<file path="config.mk">
export PLATFORM = sky130hd
export DESIGN_NAME = relay_switch_sequencer
export DESIGN_NICKNAME = d
export VERILOG_FILES = /design/src/hw/rtl/rss_pkg.sv /design/src/hw/rtl/rss_ram.sv /design/src/hw/rtl/relay_switch_sequencer.sv
export VERILOG_INCLUDE_DIRS = /design/src /design/src/hw/rtl
export SDC_FILE = /design/constraint.sdc
export NUM_CORES = 1
export LEC_CHECK = 0
export BUFFER_PORTS_ARGS = -buffer_cell sky130_fd_sc_hd__buf_4
export CAP_MARGIN = 5
export CORE_ASPECT_RATIO = 1.25
export CORE_MARGIN = 10
export CORE_UTILIZATION = 40
export CTS_CLUSTER_SIZE = 16
export DETAILED_ROUTE_END_ITERATION = 8
export PLACE_DENSITY_LB_ADDON = 0.25
export SYNTH_ARGS = -nofsm -noshare
export SYNTH_HDL_FRONTEND = slang
export SYNTH_SLANG_ARGS = --single-unit
export TNS_END_PERCENT = 50
</file>
<file path="constraint.sdc">
create_clock -name i_clk -period 11 [get_ports i_clk]
set_input_delay 0.55 -clock i_clk [delete_from_list [all_inputs] [get_ports i_clk]]
set_output_delay 0.55 -clock i_clk [all_outputs]
set_load 0.01 [all_outputs]
</file>
<file path="src/hw/rtl/relay_switch_sequencer_defines.svh">
// Assertion macros shared by the relay switch sequencer RTL.
// No dependencies; included by the modules that carry assertions.
`ifndef RELAY_SWITCH_SEQUENCER_DEFINES_SVH
`define RELAY_SWITCH_SEQUENCER_DEFINES_SVH

`ifndef SYNTHESIS

// Same-cycle implication, checked at every rising edge outside reset.
`define RSS_ASSERT_IMP(label, clk, rst_n, ante, cons) \
    label: assert property (@(posedge clk) disable iff (!rst_n) (ante) |-> (cons)) \
        else $error("rss assertion failed");

// Next-cycle implication, checked at every rising edge outside reset.
`define RSS_ASSERT_NXT(label, clk, rst_n, ante, cons) \
    label: assert property (@(posedge clk) disable iff (!rst_n) (ante) |=> (cons)) \
        else $error("rss assertion failed");

`else

`define RSS_ASSERT_IMP(label, clk, rst_n, ante, cons)
`define RSS_ASSERT_NXT(label, clk, rst_n, ante, cons)

`endif

`endif

</file>
<file path="src/hw/rtl/rss_pkg.sv">
`timescale 1ns / 1ps
// Types, codes and reset constants of the relay switch sequencer.
// No dependencies; used by relay_switch_sequencer.
package rss_pkg;

    // Channel count default.
    localparam int CHANNELS_DEF = 2;

    // Request modes.
    localparam logic [1:0] MODE_TICK      = 2'd0;
    localparam logic [1:0] MODE_REQ_ON    = 2'd1;
    localparam logic [1:0] MODE_REQ_OFF   = 2'd2;
    localparam logic [1:0] MODE_FORCE_OFF = 2'd3;

    // Drive commands.
    localparam logic [1:0] DRIVE_NONE = 2'd0;
    localparam logic [1:0] DRIVE_ON   = 2'd1;
    localparam logic [1:0] DRIVE_OFF  = 2'd2;

    // Reported relay state.
    localparam logic [1:0] RELAY_OFF   = 2'd0;
    localparam logic [1:0] RELAY_ON    = 2'd1;
    localparam logic [1:0] RELAY_ERROR = 2'd2;

    // Sequencer actions.
    localparam logic [1:0] ACT_IDLE   = 2'd0;
    localparam logic [1:0] ACT_ON     = 2'd1;
    localparam logic [1:0] ACT_OFF    = 2'd2;
    localparam logic [1:0] ACT_UNUSED = 2'd3;

    // Sequencer steps.
    localparam logic [1:0] STEP_WAIT   = 2'd0;
    localparam logic [1:0] STEP_DRIVE  = 2'd1;
    localparam logic [1:0] STEP_SETTLE = 2'd2;
    localparam logic [1:0] STEP_UNUSED = 2'd3;

    // Configuration register indexes.
    localparam logic [1:0] CFG_SUPPLY_WAIT = 2'd0;
    localparam logic [1:0] CFG_SETTLE      = 2'd1;
    localparam logic [1:0] CFG_AUX_OFF     = 2'd2;
    localparam logic [1:0] CFG_AUX_ON      = 2'd3;

    // Configuration reset values.
    localparam logic [15:0] SUPPLY_WAIT_RST = 16'd100;
    localparam logic [7:0]  SETTLE_RST      = 8'd20;
    localparam logic [7:0]  AUX_OFF_RST     = 8'd5;
    localparam logic [7:0]  AUX_ON_RST      = 8'd5;

    // Saturation point of the contact filter counter.
    localparam logic [7:0] FILTER_MAX = 8'hff;

    typedef struct packed {
        logic [1:0] mode;
        logic       channel;
        logic       supply_ok;
        logic       aux_contact;
    } t_in_item;

    typedef struct packed {
        logic       out_channel;
        logic [1:0] drive_cmd;
        logic       clear_on_flag;
        logic [1:0] relay_state;
        logic       fault_raised;
    } t_out_item;

    // Per-channel state kept in memory. The filter result is consumed in the
    // same step that produces it, so it is never stored.
    typedef struct packed {
        logic        switching;
        logic        wanted_on;
        logic        actual_on;
        logic [1:0]  seq_step;
        logic [1:0]  action;
        logic [15:0] wait_count;
        logic [7:0]  settle_count;
        logic        filter_last;
        logic [7:0]  filter_count;
        logic        faulted;
    } t_chan_state;

endpackage

</file>
<file path="src/hw/rtl/rss_ram.sv">
`timescale 1ns / 1ps
// Generic single-write, single-read RAM with a registered read port.
// No dependencies; used by relay_switch_sequencer.
module rss_ram #(
    parameter int WIDTH = 8,
    parameter int DEPTH = 2,
    localparam int AW = (DEPTH > 1) ? $clog2(DEPTH) : 1
) (
    input  logic             i_clk,
    input  logic             i_we,
    input  logic [AW-1:0]    i_waddr,
    input  logic [WIDTH-1:0] i_wdata,
    input  logic             i_re,
    input  logic [AW-1:0]    i_raddr,
    output logic [WIDTH-1:0] o_rdata
);

    logic [WIDTH-1:0] r_mem [DEPTH];
    logic [WIDTH-1:0] r_rdata;

    // Write port and registered read port; read data holds without a read.
    always_ff @(posedge i_clk) begin
        if (i_we) begin
            r_mem[i_waddr] <= i_wdata;
        end
        if (i_re) begin
            r_rdata <= r_mem[i_raddr];
        end
    end

    assign o_rdata = r_rdata;

endmodule

</file>
<file path="src/hw/rtl/relay_switch_sequencer.sv">
`timescale 1ns / 1ps
// Relay switch sequencer: per-channel switching sequence and contact check.
// Depends on rss_pkg, rss_ram and relay_switch_sequencer_defines.svh.
//
// Usage:
// - Input channel (i_in_valid / o_in_ready / i_in_data) carries one request:
//   a tick, a request on, a request off or a force drive off for a channel.
// - Output channel (o_out_valid / i_out_ready / o_out_data) returns exactly
//   one result per request, in request order.
// - Configuration channel (i_cfg_valid / o_cfg_ready, i_cfg_index,
//   i_cfg_data) is always ready; write it only while no request is in flight.
// - Pipeline: the edge that accepts a request also reads the channel state
//   memory; the update stage then registers the updated state and the
//   result once the result register is free.
// - Throughput: one request per cycle unless i_out_ready stalls, set by the
//   single read-modify-write of the state memory; back-to-back requests to
//   the same channel take the updated state through a forwarding register.
// - Reset: configuration returns to its defaults and every channel reads
//   as idle, off and fault free through per-channel valid bits.
// - Stall: while the receiver holds i_out_ready low, one more request is
//   accepted into the update stage, then o_in_ready drops until the result
//   register drains.
`include "relay_switch_sequencer_defines.svh"

module relay_switch_sequencer #(
    parameter int CHANNELS = rss_pkg::CHANNELS_DEF
) (
    input  logic              i_clk,
    input  logic              i_rst_n,
    input  logic              i_in_valid,
    output logic              o_in_ready,
    input  rss_pkg::t_in_item i_in_data,
    output logic              o_out_valid,
    input  logic              i_out_ready,
    output rss_pkg::t_out_item o_out_data,
    input  logic              i_cfg_valid,
    output logic              o_cfg_ready,
    input  logic [1:0]        i_cfg_index,
    input  logic [15:0]       i_cfg_data
);

    import rss_pkg::*;

    localparam int AW = (CHANNELS > 1) ? $clog2(CHANNELS) : 1;
    localparam int SW = $bits(t_chan_state);

    logic [15:0]     r_cfg_supply_wait;
    logic [7:0]      r_cfg_settle;
    logic [7:0]      r_cfg_aux_off;
    logic [7:0]      r_cfg_aux_on;

    logic            in_acc;
    logic            in_range_in;
    logic [AW-1:0]   rd_addr;

    logic            r_s1_vld;
    t_in_item        r_s1_item;
    logic [AW-1:0]   r_s1_addr;
    logic            r_s1_in_range;
    logic            s1_adv;

    logic            r_out_vld;
    t_out_item       r_out_item;

    logic [CHANNELS-1:0] r_chan_vld;
    logic            r_fwd_vld;
    logic [AW-1:0]   r_fwd_addr;
    t_chan_state     r_fwd_data;

    logic [SW-1:0]   ram_rdata;
    logic            ram_we;
    t_chan_state     cur_state;
    t_chan_state     n_state;
    t_out_item       n_result;

    // Configuration registers; the port never stalls.
    assign o_cfg_ready = 1'b1;

    always_ff @(posedge i_clk) begin
        if (!i_rst_n) begin
            r_cfg_supply_wait <= SUPPLY_WAIT_RST;
            r_cfg_settle      <= SETTLE_RST;
            r_cfg_aux_off     <= AUX_OFF_RST;
            r_cfg_aux_on      <= AUX_ON_RST;
        end else if (i_cfg_valid) begin
            unique case (i_cfg_index)
                CFG_SUPPLY_WAIT: r_cfg_supply_wait <= i_cfg_data;
                CFG_SETTLE:      r_cfg_settle      <= i_cfg_data[7:0];
                CFG_AUX_OFF:     r_cfg_aux_off     <= i_cfg_data[7:0];
                CFG_AUX_ON:      r_cfg_aux_on      <= i_cfg_data[7:0];
            endcase
        end
    end

    // Handshake: the update stage moves when the result register is free.
    assign s1_adv     = r_s1_vld && (!r_out_vld || i_out_ready);
    assign o_in_ready = !r_s1_vld || s1_adv;
    assign in_acc     = i_in_valid && o_in_ready;

    assign in_range_in = (32'(i_in_data.channel) < CHANNELS);
    assign rd_addr     = in_range_in ? AW'(i_in_data.channel) : '0;

    // State memory: read at accept, written back from the update stage.
    assign ram_we = s1_adv && r_s1_in_range;

    rss_ram #(
        .WIDTH (SW),
        .DEPTH (CHANNELS)
    ) u_state_ram (
        .i_clk   (i_clk),
        .i_we    (ram_we),
        .i_waddr (r_s1_addr),
        .i_wdata (n_state),
        .i_re    (in_acc),
        .i_raddr (rd_addr),
        .o_rdata (ram_rdata)
    );

    // Update stage request register.
    always_ff @(posedge i_clk) begin
        if (!i_rst_n) begin
            r_s1_vld <= 1'b0;
        end else if (in_acc) begin
            r_s1_vld <= 1'b1;
        end else if (s1_adv) begin
            r_s1_vld <= 1'b0;
        end
    end

    always_ff @(posedge i_clk) begin
        if (in_acc) begin
            r_s1_item     <= i_in_data;
            r_s1_addr     <= rd_addr;
            r_s1_in_range <= in_range_in;
        end
    end

    // Valid bits stand in for the reset of the state memory; the forwarding
    // register holds the last write, which the memory read may have missed.
    always_ff @(posedge i_clk) begin
        if (!i_rst_n) begin
            r_chan_vld <= '0;
            r_fwd_vld  <= 1'b0;
        end else if (ram_we) begin
            r_chan_vld[r_s1_addr] <= 1'b1;
            r_fwd_vld             <= 1'b1;
        end
    end

    always_ff @(posedge i_clk) begin
        if (ram_we) begin
            r_fwd_addr <= r_s1_addr;
            r_fwd_data <= n_state;
        end
    end

    always_comb begin
        if (r_fwd_vld && (r_fwd_addr == r_s1_addr)) begin
            cur_state = r_fwd_data;
        end else if (r_chan_vld[r_s1_addr]) begin
            cur_state = t_chan_state'(ram_rdata);
        end else begin
            cur_state = '0;
        end
    end

    // Channel update: requests, sequencer step and contact filter.
    always_comb begin
        logic [1:0] drive;
        logic       clr;
        logic       fault;
        logic [7:0] need;

        n_state = cur_state;
        drive   = DRIVE_NONE;
        clr     = 1'b0;
        fault   = 1'b0;
        need    = cur_state.actual_on ? r_cfg_aux_on : r_cfg_aux_off;

        unique case (r_s1_item.mode)
            MODE_REQ_ON: begin
                n_state.wanted_on = 1'b1;
            end
            MODE_REQ_OFF: begin
                n_state.wanted_on = 1'b0;
            end
            MODE_FORCE_OFF: begin
                drive = DRIVE_OFF;
            end
            MODE_TICK: begin
                if (!cur_state.switching) begin
                    // Start a switch when wanted and actual disagree.
                    if (cur_state.wanted_on != cur_state.actual_on) begin
                        n_state.switching = 1'b1;
                        n_state.action    = cur_state.wanted_on ? ACT_ON : ACT_OFF;
                    end
                end else begin
                    if (cur_state.action != ACT_IDLE) begin
                        unique case (cur_state.seq_step)
                            STEP_WAIT: begin
                                if (cur_state.action == ACT_ON) begin
                                    if (r_s1_item.supply_ok) begin
                                        n_state.seq_step = STEP_DRIVE;
                                    end else if (cur_state.wait_count > r_cfg_supply_wait) begin
                                        // Supply timed out: drop the on request.
                                        n_state.wait_count = '0;
                                        n_state.wanted_on  = 1'b0;
                                        n_state.action     = ACT_IDLE;
                                    end else begin
                                        n_state.wait_count = cur_state.wait_count + 16'd1;
                                    end
                                end else if (cur_state.action == ACT_OFF) begin
                                    n_state.seq_step = STEP_DRIVE;
                                end
                            end
                            STEP_DRIVE: begin
                                if (cur_state.action == ACT_OFF) begin
                                    drive             = DRIVE_OFF;
                                    n_state.actual_on = 1'b0;
                                    n_state.seq_step  = STEP_SETTLE;
                                end else if (cur_state.action == ACT_ON) begin
                                    drive             = DRIVE_ON;
                                    n_state.actual_on = 1'b1;
                                    n_state.seq_step  = STEP_SETTLE;
                                end
                            end
                            STEP_SETTLE: begin
                                if (cur_state.action == ACT_ON) begin
                                    if (cur_state.settle_count > r_cfg_settle) begin
                                        n_state.settle_count = '0;
                                        clr                  = 1'b1;
                                        n_state.action       = ACT_IDLE;
                                    end else begin
                                        n_state.settle_count = cur_state.settle_count + 8'd1;
                                    end
                                end else begin
                                    clr            = 1'b1;
                                    n_state.action = ACT_IDLE;
                                end
                            end
                            STEP_UNUSED: begin
                                n_state.seq_step = STEP_WAIT;
                            end
                        endcase
                    end
                    if (n_state.action == ACT_IDLE) begin
                        n_state.switching = 1'b0;
                        n_state.seq_step  = STEP_WAIT;
                    end
                end

                // Steady-state contact filter, run on the updated state.
                if (n_state.wanted_on == n_state.actual_on) begin
                    need = n_state.actual_on ? r_cfg_aux_on : r_cfg_aux_off;
                    if (r_s1_item.aux_contact == n_state.filter_last) begin
                        if (n_state.filter_count != FILTER_MAX) begin
                            n_state.filter_count = n_state.filter_count + 8'd1;
                        end
                    end else begin
                        n_state.filter_last  = r_s1_item.aux_contact;
                        n_state.filter_count = 8'd1;
                    end
                    if (n_state.filter_count >= need) begin
                        n_state.filter_count = '0;
                        // A filtered level against the relay state is a fault.
                        if (r_s1_item.aux_contact != n_state.actual_on) begin
                            n_state.faulted = 1'b1;
                            fault           = 1'b1;
                        end
                    end
                end
            end
        endcase

        // Result assembly; an absent channel reports zeros beside its channel number.
        n_result.out_channel = r_s1_item.channel;
        if (r_s1_in_range) begin
            n_result.drive_cmd     = drive;
            n_result.clear_on_flag = clr;
            n_result.relay_state   = n_state.faulted ? RELAY_ERROR :
                                     (n_state.actual_on ? RELAY_ON : RELAY_OFF);
            n_result.fault_raised  = fault;
        end else begin
            n_result.drive_cmd     = DRIVE_NONE;
            n_result.clear_on_flag = 1'b0;
            n_result.relay_state   = RELAY_OFF;
            n_result.fault_raised  = 1'b0;
        end
    end

    // Result register.
    always_ff @(posedge i_clk) begin
        if (!i_rst_n) begin
            r_out_vld <= 1'b0;
        end else if (s1_adv) begin
            r_out_vld <= 1'b1;
        end else if (i_out_ready) begin
            r_out_vld <= 1'b0;
        end
    end

    always_ff @(posedge i_clk) begin
        if (s1_adv) begin
            r_out_item <= n_result;
        end
    end

    assign o_out_valid = r_out_vld;
    assign o_out_data  = r_out_item;

    // Checks on the update logic and the pipeline.
    `RSS_ASSERT_IMP(a_clr_no_drive, i_clk, i_rst_n,
        r_out_vld && r_out_item.clear_on_flag, r_out_item.drive_cmd == DRIVE_NONE)
    `RSS_ASSERT_IMP(a_fault_is_error, i_clk, i_rst_n,
        r_out_vld && r_out_item.fault_raised, r_out_item.relay_state == RELAY_ERROR)
    `RSS_ASSERT_NXT(a_s1_holds, i_clk, i_rst_n,
        r_s1_vld && !s1_adv, r_s1_vld && $stable(r_s1_item))
    `RSS_ASSERT_IMP(a_fwd_written, i_clk, i_rst_n,
        r_fwd_vld, r_chan_vld[r_fwd_addr])

endmodule
</file>
* Word-level counts from Yosys, hierarchy flattened
Memories as Yosys holds them, arrays and structs flattened. A register that Yosys moved wholly into a read port is not among the register bits.
Cells that the tools add are included.
** Storage, ports and cells
- Register bits :: 98
- Output and inout port bits :: 10
- Logic and storage cells :: 145
- RAM bits :: 82
- Input port bits :: 28
- Memories :: 1
** Memories
- u_state_ram.r_mem :: words 2, width 41, read ports 1, clocked after Yosys merged registers in 1, wr ports 1, line rss_ram.sv:18 : logic [WIDTH-1:0] r_mem [DEPTH];
** Operators by class
- Reductions and logical operators :: 21
- Add/subtract/negate cells :: 3
- Magnitude comparators :: 5
- Equality and inequality tests :: 17
- Bitwise logic cells :: 1
- Mux-type cells :: 69
** Operators with widths (number)
- 30-bit 2-to-1 mux :: 3
- 41-bit 2-to-1 mux :: 2
- 8-bit 2-to-1 mux :: 8
- 39-bit 2-to-1 mux :: 1
- 18-bit 2-to-1 mux :: 2
- 16-bit 2-to-1 mux :: 2
- 2-bit 2-to-1 mux :: 14
- 1-bit 2-to-1 mux :: 25
- 24-bit 2-to-1 mux :: 1
- 16-bit by 1-bit adder with 16-bit output (second input constant) :: 1
- 8-bit by 1-bit adder with 8-bit output (second input constant) :: 2
- 16-bit > comparator :: 1
- 2-bit equality test (second input constant) :: 7
- 10-bit 2-to-1 mux :: 1
- 9-bit 2-to-1 mux :: 1
- 2-bit by 1-bit equality test with 1-bit output (second input constant) :: 4
- 8-bit greater-or-equal comparator :: 1
- 8-bit > comparator :: 1
- 2-bit zero test :: 4
- 4-bit 2-to-1 mux :: 2
- 8-bit != test (second input constant) :: 1
- 2-bit one-hot mux with 2 select lines :: 2
- 2-bit AND reduction :: 4
- 3-bit 2-to-1 mux :: 2
- other kinds (14) :: 24

* Longest topological paths before layout
Gate-level depths: netlist of run 1.
- Depth in word-level cells :: 24
- Gate-level depth with buffers :: 23
- Depth with buffers taken out :: 18

* Cells and area by module
From an unflattened synthesis of run 1, not the netlist that was laid out.
** Second synthesis, totals
- Cells, all modules :: 981
- Area, all modules :: 11270.8 µm²
** By module, submodules not included
- relay_switch_sequencer :: instances 1, area each 6861.6 µm², cells each 810, seq. area each 2492.4 µm²
- rss_ram :: instances 1, area each 4409.2 µm², cells each 171, seq. area each 3693.5 µm²

* Least setup slack after synthesis of run 1
Ideal clock, no wire load.
- Kind :: reg2reg
- From :: reg r_s1_addr
- To :: reg r_fwd_data[1] (netlist bit) (data pin)
- Period minus slack after synthesis :: 5122 ps
- Buffers on the path :: 5
- Setup slack :: 5878 ps
- Required time :: 10792 ps
- Stages on the path, launching flop included :: 24
- Arrival time :: 4913 ps
- Setup time :: 208 ps
- Cells stage by stage :: edfxtp_1 -> buf_4 -> xor2_2 -> nor2_2 -> buf_2 -> buf_4 -> clkbuf_1 -> buf_1 -> nand2_1 -> o21ai_0 -> ha_1 -> o21ai_1 -> a211oi_1 -> nand2_1 -> a21oi_1 -> ha_1 -> nand2b_1 -> a21o_1 -> a21oi_1 -> o21ai_0 -> a2111o_1 -> nand2_1 -> a21boi_0 -> a311oi_1
** RTL lines
- start, declared :: line relay_switch_sequencer.sv:58 : logic [AW-1:0] r_s1_addr;
- start signal, assigned :: line relay_switch_sequencer.sv:133 : r_s1_addr <= rd_addr;
- end signal, assigned :: line relay_switch_sequencer.sv:153 : r_fwd_data <= n_state;
- end, declared :: line relay_switch_sequencer.sv:68 : t_chan_state r_fwd_data;

==> flow_summary.toml, run 1 <==
[status]
status = "complete, no violations"

[pwr]
finalPower_mw = 2.01
p_per_area_mw_per_mm2 = 166
vdd_drop_max_mv = 0.110
p_comb_share_pct = 9.1
p_sw_uw = 462
pwr-share-seq_pct = 48.1
clkPwrFrac_pct = 42.9
p_leak_nw = 4.44
switching_share_pct = 23.0
p_int_mw = 1.54

[clock_network]
insertion_delay_ps = 520
cts_resized = 0
cts_sinks = 221
post_cts_buffers = 0
cts_root_buf = "clkbuf_16"
numCtsBuffers = 24
cts_tree = "yes"
cts_hold_repair.buffers = 0
path_clk_slew_ps = 70
cts.path.max_buffers = 3
cts_max_level = 1

[floorplan]
dieHeight_um = 202
num_rows = 66
core_region_area_mm2 = 0.0261
die_x_um = 166
die_area_mm2 = 0.0335
boundaryPins = 38
start_util_pct = 40.7

[finish]
final_cell_mix = "176 x edfxtp_1, 138 x nand2_1, 45 x mux2_2, 45 x dfxtp_1, 44 x buf_4"
fillers = 2470
instances_no_fill = 1320
final_common_cell = "edfxtp_1"
antenna_cells = 0
drive_above_1_share_pct = 15.4
final_nets = 1028
areaGrowthSynthToFinish_pct = 13.7

[critical_path]
worstPathRequired_ps = 11290
worstPathArrival_ps = 6080
end_kind = "flop"
critPathMaxFanout = 20
critPathLaunchType = "flop"
critPathKind = "reg2reg"

[logic_synthesis]
syn-instance-count = 929
ys_seq_area_share_pct = 58.2
async_flop_share_pct = 0
ys_ff_latch = 221
synth_top_area_cell = "edfxtp_1"
avgSynthCellArea_um2 = 11.4
mappedNetlistNets = 995
netlist_area_mm2 = 0.0106
ys_types = 71
synth_top_area_share_pct = 49.8
synth_edf_count = 176
synth_area_leaders = "edfxtp_1 50%, dfxtp_1 8.5%, nand2_1 4.9%"
ys.flop_type = "edfxtp_1"
ys_warn_count = 0

[grt]
grt_pass1_vias = 7139
overflow = 0
grt_first_pass_wirelength_um = 39000
grt_antenna_before_repair = 0
track_usage_pct = 14.0
grt_max_degree = 62

[sta]
slew_headroom_pct = 28.4
fin_tns_setup_ps = 0
slew_violations = 0
setup_violations = 0
worst_pin_slew_ps = 1070
hold_viol_final = 0
finalCritPeriodShare_pct = 52.6
clock.fmax_ghz = 0.173
rsz0062_at_grt = "false"
min_period_ps = 5790
fin_skew_ps = 13.0
setup_ws_ps = 5210

[route]
drtPass1Iterations = 5
drc = 0
vias = 7165
wl_per_cell_um = 18.4
vias_per_cell = 5.43
totalWireLength_um = 24200
drt-initial-drc-count = 414
ant_nets = 0

[job]
maxCapViolCount = 0

[worst_hold_path]
min_path_type = "in2reg"

[placement]
dp_hpwl_um = 16000
dpl.cell_count = 1276
io_buffers = 36
post-place-ws_ps = 5270
gp_congestion = 0.869
[critical path, cell delays in order (launching register included)]
cell and delay [ps]:
edfxtp_1 560, xnor2_2 720, nand2_1 110, buf_4 260, mux2_2 340, inv_1 120, ha_1 230, o21ai_1 200
a211oi_1 730, nand2_1 100, a21oi_1 190, ha_1 240, nand2b_1 140, a21o_1 170, a21oi_1 140, o21ai_0 110
a2111o_1 460, nand2_1 210, a21boi_0 130, a311oi_1 390
[sequential cells by signal (all words and copies together) (netlist names)]
name and count:
r_chan_vld 2, r_s1_vld 1, r_cfg_aux_on 8, o_out_valid 1, r_fwd_vld 1, r_cfg_aux_off 8
r_s1_addr 1, r_s1_item 4, u_state_ram.r_mem 82, u_state_ram.o_rdata 41, r_cfg_settle 8, r_cfg_supply_wait 16
r_fwd_data 41, o_out_data 7
[metrics by stage]
stage | instance area, um^2 | utilization [%] | hold WS (ps)
6_report | 12100 | 46.3 | 207
5_1_grt | 12100 | 46.3 | 187
4_1_cts | 12100 | 46.3 | 189
3_5_place_dp | 11200 | 43.0 | 457
3_3_place_gp | 11200 | 43.0 | 450
2_1_floorplan | 10600 | - | 428
[cell usage after synthesis (4+ instances only)]
master and count:
a21boi_0 30, a21o_1 10, a21oi_1 42, a31oi_1 9, and2_1 6, and3_1 22
buf_1 5, buf_2 6, buf_4 7, clkbuf_1 19, dfxtp_1 45, edfxtp_1 176
ha_1 38, inv_1 42, mux2_2 45, mux2i_1 19, nand2_1 138, nand2b_1 7
nand3_1 41, nand4_1 8, nand4b_1 4, nor2_1 40, nor2b_1 12, nor3_1 15
o211ai_1 5, o21a_1 10, o21ai_0 33, o21ai_1 9, o22ai_1 8, o31ai_1 4
or2_2 4, or3_1 9, xnor2_1 6
[final cells by class]
| cell class | instances | area, um^2 | share of cell area [%] |
|---|---|---|---|
| flip-flops and latches | 221 | 6190 | 51.2 |
| clock inverters | 16 | 213 | 1.76 |
| repair buffers | 44 | 330 | 2.74 |
| inverters | 42 | 158 | 1.31 |
| multi-input cells | 629 | 4130 | 34.2 |
| clock buffers | 28 | 637 | 5.27 |
| well taps | 340 | 425 | 3.52 |
[path summary, 6_finish.rpt]
| kind | endpoint | cells after the start | startpoint | slack (ps) |
|---|---|---|---|---|
| setup / recovery | u_state_ram.r_mem[1][1]$_DFFE_PP_ | 19 | r_s1_addr$_DFFE_PP_ | 5210 |
| hold / removal | r_s1_item[3]$_DFFE_PP_ | 1 | i_in_data[3] | 210 |
| setup reg to reg | u_state_ram.r_mem[1][1]$_DFFE_PP_ | 19 | r_s1_addr$_DFFE_PP_ | 5210 |
| hold reg to reg | r_cfg_supply_wait[15]$_SDFFE_PN0P_ | 2 | r_cfg_supply_wait[15]$_SDFFE_PN0P_ | 460 |
[power by group through the flow]
stage | Sequential (mW) | Clock [mW] | Combinational (mW)
final | 0.964 | 0.860 | 0.182
after global routing | 0.967 | 0.912 | 0.204
after CTS | 0.964 | 0.878 | 0.183
after detailed placement | 0.981 | 0 | 0.182
after global placement | 0.981 | 0 | 0.179
after floorplan | 0.975 | 0 | 0.127
[layer usage]
metal	share of wire (%)	wire length (um)	track usage (%)
met1	47	11500	19.3
met2	47	11300	22.3
met3	4.6	1120	2.15
met4	1.4	346	3.52
met5	0	0	0
[kinds of logic (layout without fill, tap and decap cells)]
| family | count (synthesis) | in the layout | synth area share [%] |
|---|---|---|---|
| muxes | 65 | 65 | 6.69 |
| and+or+nand+nor | 320 | 320 | 14.3 |
| DFF | 221 | 221 | 58.2 |
| AOI/OAI and AO/OA | 196 | 196 | 12.3 |
| xor gates and xnor gates | 9 | 9 | 0.883 |
| adders and majority gates | 38 | 38 | 4.48 |
| buffers and inverters | 79 | 130 | 3.11 |
| other | 1 | 1 | 0.0353 |
(Power assumes the default switching activity.)
==> run 2, diff against run 1 <==
- clock period: 11 -> 4.72 ns (I/O delays scaled with it)
==> run 2 against run 1 <==
Against the previous run: combinational power grew to 2.7 times the previous value; first-iteration DRC count shrank 11%; worst setup slack lost 5000 ps; core utilization grew 1.6 points; die area is the same; sequential cell count is the same; critical path depth shrank 3; total power grew 120%; maximum frequency grew 28%; largest cell class unchanged; largest power group unchanged; highest routed layer unchanged.
==> flow_summary.toml, run 2 (synthesis gave the netlist of run 1 again) <==
[critical_path]
critPathLaunchType = "flop"
worst_r2r_path_depth = 16
end_kind = "flop"
worstPathArrival_ps = 4720
r2r_end = "r_fwd_data[4]$_DFFE_PP_"
critPathMaxFanout = 17
r2r_slack_ps = 220
worstPathRequired_ps = 4940
timing.rr.start = "r_s1_addr$_DFFE_PP_"
critPathKind = "reg2reg"

[sta]
slew_violations = 0
fin_skew_ps = 11.0
clock.fmax_ghz = 0.222
setup_violations = 0
setup_ws_ps = 215
worst_pin_slew_ps = 1080
slew_headroom_pct = 28.0
min_period_ps = 4500
finalCritPeriodShare_pct = 95.4
hold_viol_final = 0

[placement]
place_area_mm2 = 0.0115
gp_congestion = 0.889
dp_hpwl_um = 17500
post-place-ws_ps = -30.0
io_buffers = 36

[route]
wl_met1_um = 11200
vias_per_cell = 5.41
met3_length_um = 1450
vias = 7444
top_layer_used = "met4"
wl_per_cell_um = 18.4
wl_met2_um = 12200
drt-initial-drc-count = 367
ant_nets = 0
totalWireLength_um = 25300
drtPass1Iterations = 5
drc = 0

[grt]
grt_first_pass_wirelength_um = 40000
grt_max_degree = 47
grt_pass1_vias = 7219
track_usage_pct = 14.4
overflow = 0
grt_antenna_before_repair = 0

[clock_network]
cts_tree = "yes"
cts.path.max_buffers = 3
insertion_delay_ps = 510
numCtsBuffers = 23
cts_root_buf = "clkbuf_16"
path_clk_slew_ps = 60
cts_max_level = 1
cts_sinks = 221

[floorplan]
core_region_area_mm2 = 0.0261
start_util_pct = 40.7
die_area_mm2 = 0.0335
dieHeight_um = 202
boundaryPins = 38
die_x_um = 166
num_rows = 66

[worst_hold_path]
min_path_type = "in2reg"
min_to = "r_cfg_supply_wait[6]$_SDFFE_PN1P_"
worstHoldPathCells = 3
hp-start = "i_cfg_data[6]"

[pwr]
vdd_drop_max_mv = 0.244
p_per_area_mw_per_mm2 = 356
p_leak_nw = 4.67

[finish]
largest_register_ff_count = 82
areaGrowthSynthToFinish_pct = 17.6
drive_above_1_share_pct = 18.6
final_cell_mix = "176 x edfxtp_1, 137 x nand2_1, 85 x buf_4"
top_register = "u_state_ram.r_mem"
final_nets = 1085
antenna_cells = 0
stdcell_area_mm2 = 0.0125
final_common_cell = "edfxtp_1"

[job]
maxCapViolCount = 0

[status]
status = "complete, no violations"
-- run 2: changes by cell type in the layout (fill, tap and decap cells not counted), moves of 4 or more --
cell and change:
clkinv_2 -4, dlygate4sd3_1 +15, a21oi_2 +4, clkbuf_1 +6, a21oi_1 -4, bufinv_16 -5, buf_4 +41
-- run 2: critical path, cell delays in order (launching register included) --
cell and delay [ps]:
edfxtp_1 480, buf_4 210, xor2_4 300, nor2_4 140
buf_4 180, buf_4 150, o21ai_1 290, ha_1 310
nor2b_1 130, o211ai_1 170, a211oi_1 90, or4b_2 700
a31oi_4 260, mux2i_2 300, buf_12 180, a21boi_0 190
o22ai_1 130
-- run 2: final cells by class --
class / instances / area [um^2]
multi-input cells: 629 / 4190
inverters: 42 / 158
clock inverters: 5 / 23.8
clock buffers: 36 / 687
repair buffers: 102 / 828
well taps: 340 / 425
fillers: 2442 / 13600
flip-flops and latches: 221 / 6190
-- run 2: routing by layer --
layer  global-route usage [%]  vias up
met3                     2.02       36
met5                        0        -
li1                         -     3620
met4                     3.80        0
met2                     24.4      208
met1                     19.0     3580
-- run 2: metrics by stage --
step	setup TNS, ps	power [mW]	util, %	cells	hold slack [ps]
after floorplan	0	2.57	-	929	335
after global placement	0	2.74	44.2	1310	415
after detailed placement	-90.0	2.75	44.2	1310	416
after CTS	0	4.48	47.5	1367	3.39
after global routing	-159	4.62	47.9	1375	36.6
final	0	4.45	47.9	1375	14.1
-- run 2: power breakdown --
part | internal (mW) | switching, mW
logic | 0.191 | 0.292
clock network | 0.997 | 0.717
registers | 2.21 | 0.0385
total | 3.40 | 1.05
-- run 2: worst max path at each step --
stage / from / slack (ps) / endpoint / cells past startpoint
final: r_s1_addr$_DFFE_PP_ / 220 / r_fwd_data[4]$_DFFE_PP_ / 16
after global routing: r_s1_addr$_DFFE_PP_ / -20 / r_fwd_data[5]$_DFFE_PP_ / 18
after CTS: r_s1_addr$_DFFE_PP_ / 3 / u_state_ram.r_mem[1][1]$_DFFE_PP_ / 19
after detailed placement: r_s1_addr$_DFFE_PP_ / -30 / u_state_ram.r_mem[1][1]$_DFFE_PP_ / 16
after global placement: r_s1_addr$_DFFE_PP_ / 120 / u_state_ram.r_mem[0][1]$_DFFE_PP_ / 16
after floorplan: r_s1_addr$_DFFE_PP_ / 7 / r_fwd_data[1]$_DFFE_PP_ / 23
-- run 2: repair_timing --
item	CTS	global route
cloned	0	0
hold buffers	15	0
setup buffers	1	8
gates resized for setup	4	8
hold endpoints to repair	16	0
endpoints found under the setup margin	4	29
pin swaps	1	3
